[config.mk]
export PLATFORM = sky130hd
export DESIGN_NAME = pths_key_cmp
export DESIGN_NICKNAME = d
export VERILOG_FILES = /design/src/design/pths_pkg.sv /design/src/design/pths_key_cmp.sv
export SDC_FILE = /design/constraint.sdc
export NUM_CORES = 1
export LEC_CHECK = 0
export BUFFER_PORTS_ARGS = -buffer_cell sky130_fd_sc_hd__buf_2
export CAP_MARGIN = 20
export CORE_MARGIN = 1.5
export CORE_UTILIZATION = 38
export DETAILED_ROUTE_END_ITERATION = 12
export PLACE_DENSITY = 0.85
export SYNTH_ARGS = -nofsm -noshare
export SYNTH_HDL_FRONTEND = slang
export SYNTH_SLANG_ARGS = --single-unit
[constraint.sdc]
create_clock -name vclk -period 1.5
set_input_delay 0.075 -clock vclk [all_inputs]
set_output_delay 0.075 -clock vclk [all_outputs]
set_load 0.02 [all_outputs]
[src/design/pths_pkg.sv]
// ----------------------------------------------------------------------------
// Periodic task heap scheduler package
// Shared sizes, codes, item types and a helper function for the scheduler.
// ----------------------------------------------------------------------------
`default_nettype none

package pths_pkg;

	// Table size and due time width.
	localparam int CAPACITY  = 1024;
	localparam int TIME_BITS = 48;

	// Widths: heap index and entry count (derived), task id, period, reported due time.
	localparam int IDX_W = $clog2(CAPACITY);
	localparam int CNT_W = $clog2(CAPACITY + 1);
	localparam int ID_W  = 16;
	localparam int PER_W = 16;
	localparam int DUE_W = 48;

	localparam logic [TIME_BITS-1:0] TIME_MAX = {TIME_BITS{1'b1}};

	// Operation codes.
	localparam logic [1:0] OP_REGISTER = 2'd0;
	localparam logic [1:0] OP_EMIT     = 2'd1;
	localparam logic [1:0] OP_CLEAR    = 2'd2;

	// Status codes.
	localparam logic [2:0] STAT_REGISTERED = 3'd0;
	localparam logic [2:0] STAT_EMITTED    = 3'd1;
	localparam logic [2:0] STAT_FULL       = 3'd2;
	localparam logic [2:0] STAT_EMPTY      = 3'd3;
	localparam logic [2:0] STAT_CLEARED    = 3'd4;

	// One heap entry.
	typedef struct packed {
		logic [TIME_BITS-1:0] due;
		logic [ID_W-1:0]      id;
		logic [PER_W-1:0]     period;
	} entry_t;

	// Input transfer payload.
	typedef struct packed {
		logic [1:0]       op;
		logic [ID_W-1:0]  task_id;
		logic [PER_W-1:0] period;
	} in_item_t;

	// Output transfer payload.
	typedef struct packed {
		logic [2:0]       status;
		logic [ID_W-1:0]  out_id;
		logic [DUE_W-1:0] due_time;
	} out_item_t;

	// Advance a due time by a period, saturating at the largest time.
	function automatic logic [TIME_BITS-1:0] sat_add(
		input logic [TIME_BITS-1:0] due,
		input logic [PER_W-1:0]     per
	);
		logic [TIME_BITS:0] sum;
		sum = {1'b0, due} + (TIME_BITS+1)'(per);
		return sum[TIME_BITS] ? TIME_MAX : sum[TIME_BITS-1:0];
	endfunction

endpackage

`default_nettype wire

[src/design/pths_key_cmp.sv]
// ----------------------------------------------------------------------------
// Heap key comparator
// Compares two entries by due time, then by id; true when a is strictly less.
// ----------------------------------------------------------------------------
`default_nettype none

module pths_key_cmp
	import pths_pkg::*;
(
	input  wire entry_t a,
	input  wire entry_t b,
	output logic        less
);

	// Lexicographic compare of (due, id).
	always_comb begin
		less = (a.due < b.due) || ((a.due == b.due) && (a.id < b.id));
	end

endmodule

`default_nettype wire

# Word-level counts from Yosys, hierarchy flattened
# Cells that the tools add are included.
# Widths: inputs -> output; s select.
# totals
reg_bits,0
output_inout_bits,1
# op_classes
order_cmp,2
n_reduce_logical,2
eq_ne,1
# ops
cell,count
$eq 48x48->1,1
$lt 48x48->1,1
$lt 16x16->1,1
$logic_and 1x1->1,1
$logic_or 1x1->1,1

# Logic depth before layout (Yosys ltp)
# depth
word_depth,3
ltp_mapped,8
ltp_nobuf,8

# Worst setup path after synthesis
# OpenSTA, ideal clock, no wires.
# synth_timing
path_kind,input to output
start,in b[70] (netlist name)
end,out less
path_stages,8
setup_slack_ns,0.038
n_path_buf,0
t_arrival_ns,1.387
required_time_ns,1.425
path_cell_list,inv_1 -> ha_1 -> a21oi_1 -> nand2_1 -> a221oi_1 -> o221a_2 -> o31ai_1 -> o21ai_2
# synth_via
elab_chain_len,3
elab_cells_between_ends,4
cone_classes,order compare: 1; eq/ne: 1; reduce/logical: 2
# synth_lines
element,line,text
from (decl),pths_key_cmp.sv:11,"input wire entry_t b,"
"parallel branches: the longest is 2 deep, another holds $lt 48x48->1",n/a,
$logic_or 1x1->1 (*),pths_key_cmp.sv:17,less = (a.due < b.due) || ((a.due == b.due) && (a.id < b.id));
to (decl),pths_key_cmp.sv:12,output logic less
# Mark *: on every way between the ends.

# Final worst setup path
# layout_timing
start,in a[77] (netlist name)
end,out less
# layout_via
elab_chain_len,3
elab_cells_between_ends,4
cone_classes,order compare: 1; eq/ne: 1; reduce/logical: 2
# layout_lines
element,line,text
from (decl),pths_key_cmp.sv:10,"input wire entry_t a,"
"parallel branches: the longest is 2 deep, another holds $lt 48x48->1",n/a,
$logic_or 1x1->1 (*),pths_key_cmp.sv:17,
# Marks and branches as above.

==> results_dict.tcl <==
set metrics [dict create \
    outcome "finished, violations left" \
    violations "negative setup slack" \
    fin_crit_sh_pct 107.8 \
    grt_pass1_wl_um 7555 \
    path_buf_inv 2 \
    finalHoldViolCount 0 \
    setup_viol 1 \
    antenna_left 0 \
    cp_data_required_time_ps 1420 \
    highest_layer "met4" \
    layout_setup_ws_ps -117.2 \
    die_area_um2 4585 \
    syn_area_um2 1592 \
    critPathMaxStageDelay_ps 290 \
    tns_ps -117.2 \
    io_buffers 129 \
    nFlopsAndLatches 0 \
    fin_crit_ps 1617 \
    fin_nets 589 \
    area_growth_pct 74.37 \
    design_area_um2 2775 \
    die-height_um 67.72 \
    crit_path_start_kind "primary input" \
    wl_met1_um 1919 \
    drive_above_1_share_pct 51.37 \
    synthesis.nets 442 \
    min_path_cells 6 \
    yosysSeqAreaShare_pct 0 \
    netlist_instances 219 \
    arrival_ps 1540 \
    ios 161 \
    rsz0062_at_grt "yes" \
    yosysUniqueCellTypes 29 \
    routed_wirelength_um 5052 \
    cp_max_fo 2 \
    maxSlewViolCount 0 \
    endpoint_kind "primary output" \
    holdPathEnd "less" \
    nClkBuffers 0 \
    synth.avg_cell_area_um2 7.267 \
    critPathLaunch "a[77]" \
    core_um2 4000 \
    drtIter0Drc 51 \
    placed_cell_area_um2 2405 \
    rows 23 \
    worst_slew_pin_slew_ps 262.6 \
    route.vias.total 2012 \
    path_class "in -> out" \
    wire_per_inst_um 12.20 \
    antennaDiodeCount 0 \
    grt_remaining_overflow 0 \
    viasPerCell 4.860 \
    min_path_type "in -> out" \
    met2_length_um 2759 \
    p_per_area_nw_per_um2 253.7 \
    crit_chain "buf_2 -> ha_1 -> nand4_1 -> or2_1 -> nor3_2 -> and4_1 -> o221ai_2 -> o21ai_2 -> buf_6" \
    critical-path-top-delay-family "simple AND/OR/NAND/NOR gates" \
    firstDrtPassIters 4 \
    fmax_mhz 618.4 \
    vdd_ir_drop_max_v 0.0001349 \
    wl_met3_um 309 \
    holdBufCountCts 0 \
    hpwl_um 4008 \
    min-delay-start "a[29]" \
    crit_path_top_delay_cell "ha_1" \
    register_area_um2 0 \
    grt_pass1_vias 1925 \
    drc 0 \
    start_util_pct 39.79 \
    die_x_um 67.72 \
    grt_antenna_before_repair 0 \
    yosysWarnings 0 \
    routabilityCongestion 0.7703 \
    p_leak_uw 0.001637 \
    maxSlewHeadroom_pct 82.34 \
    drv_cap 0 \
    track_usage_pct 20.80 \
    grt_max_degree 4 \
]
## kinds of logic (layout without fill, tap and decap cells)
kind of cell,count (synthesis),count (layout),share of synthesized area [%]
simple gates,40,40,14.00
buf+inv,63,208,14.86
compound gates,53,53,21.62
fa+ha+maj,63,63,49.53
## final cells by class
type,count,area [um^2]
Multi-Input combinational cell,156,1623
Fill cell,314,1225
Timing Repair Buffer,145,853.3
Inverter,63,236.5
Tap cell,50,62.56
## synthesized netlist by cell type
cell type  instances  share of area (%)
a21o_1            11                5.2
nor4_2             1               0.79
o211ai_1           2               0.94
a21boi_0           1               0.47
a221oi_1           1               0.55
or3_1              1               0.39
a31oi_1            1               0.39
nor3_1             4                1.3
or2_1              1               0.39
o21a_1             1               0.47
nand4_1           10                3.9
nand2_1           10                2.4
o221a_2            1               0.71
o21ai_0            6                1.9
nand2b_1           1               0.39
and4_1             2                1.1
o221ai_2           1               0.94
a21oi_1           21                6.6
nor2b_1            1               0.39
a211oi_1           3                1.4
nand3_1            4                1.3
and3_1             1               0.39
nand3_2            1               0.63
nor2_1             3               0.71
inv_1             63                 15
o31ai_1            2               0.94
o21ai_2            1               0.55
o31a_1             1               0.55
ha_1              63                 50
## power breakdown
part / internal (uW) / total [uW] / switching (uW) / leakage, uW
combinational: 395 / 704 / 309 / 0.00164
sequential: 0 / 0 / 0 / 0
clock: 0 / 0 / 0 / 0
## layer usage
metal,GRT usage (%),vias up
met5,0,-
met4,4.337,0
met3,1.833,8
met2,43.50,82
met1,21.75,864
li1,-,1058
## placed cells by master, fill, tap and decap left out
cell type    n
and3_4       1
and4_1       1
o221ai_2     1
a21boi_0     1
or3_1        1
a21oi_1     20
nor3_1       2
buf_2      115
o31a_1       1
a21o_1      11
a21oi_2      1
a31oi_2      1
nand3_4      1
nor2b_1      1
ha_4        17
nand3_1      4
nor2_1       3
nand2_1     10
ha_1        46
o21ai_1      1
o221a_2      1
nor3_2       2
o211ai_1     2
o31ai_1      1
or2_1        1
o21ai_2      1
buf_4       16
a221oi_2     1
inv_2       12
o21ai_0      5
o31ai_2      1
o21a_1       1
nand4_1     10
a211oi_1     3
nand2b_1     1
buf_6       14
nor4_4       1
and4_4       1
inv_1       51
## stage by stage
stage	cells	utilization (%)	hold slack, ps	total power [uW]	setup slack, ps
6_report	414	69.38	782.8	703.9	-117.2
5_1_grt	414	69.38	820.8	795.3	-215.1
4_1_cts	414	68.35	778.8	671.4	-123.7
3_5_place_dp	412	60.12	795.9	573.6	-392.2
3_3_place_gp	412	60.12	777.1	552.1	-414.0
2_1_floorplan	219	-	560.4	295.8	38.35
## repair_timing
action                                 CTS  global route
setup endpoints to repair                1             1
buffers inserted                         2             0
endpoints found under the hold margin    0             0
resized for setup                       49             6
pin swaps                               21             6
## worst max path at each step
stage	cells after the start	end	slack (ps)
after detailed placement	10	less	-390
final	9	less	-120
after global placement	10	less	-410
after CTS	9	less	-120
after floorplan	8	less	40
after global routing	9	less	-220
(Power assumes the default switching activity.)
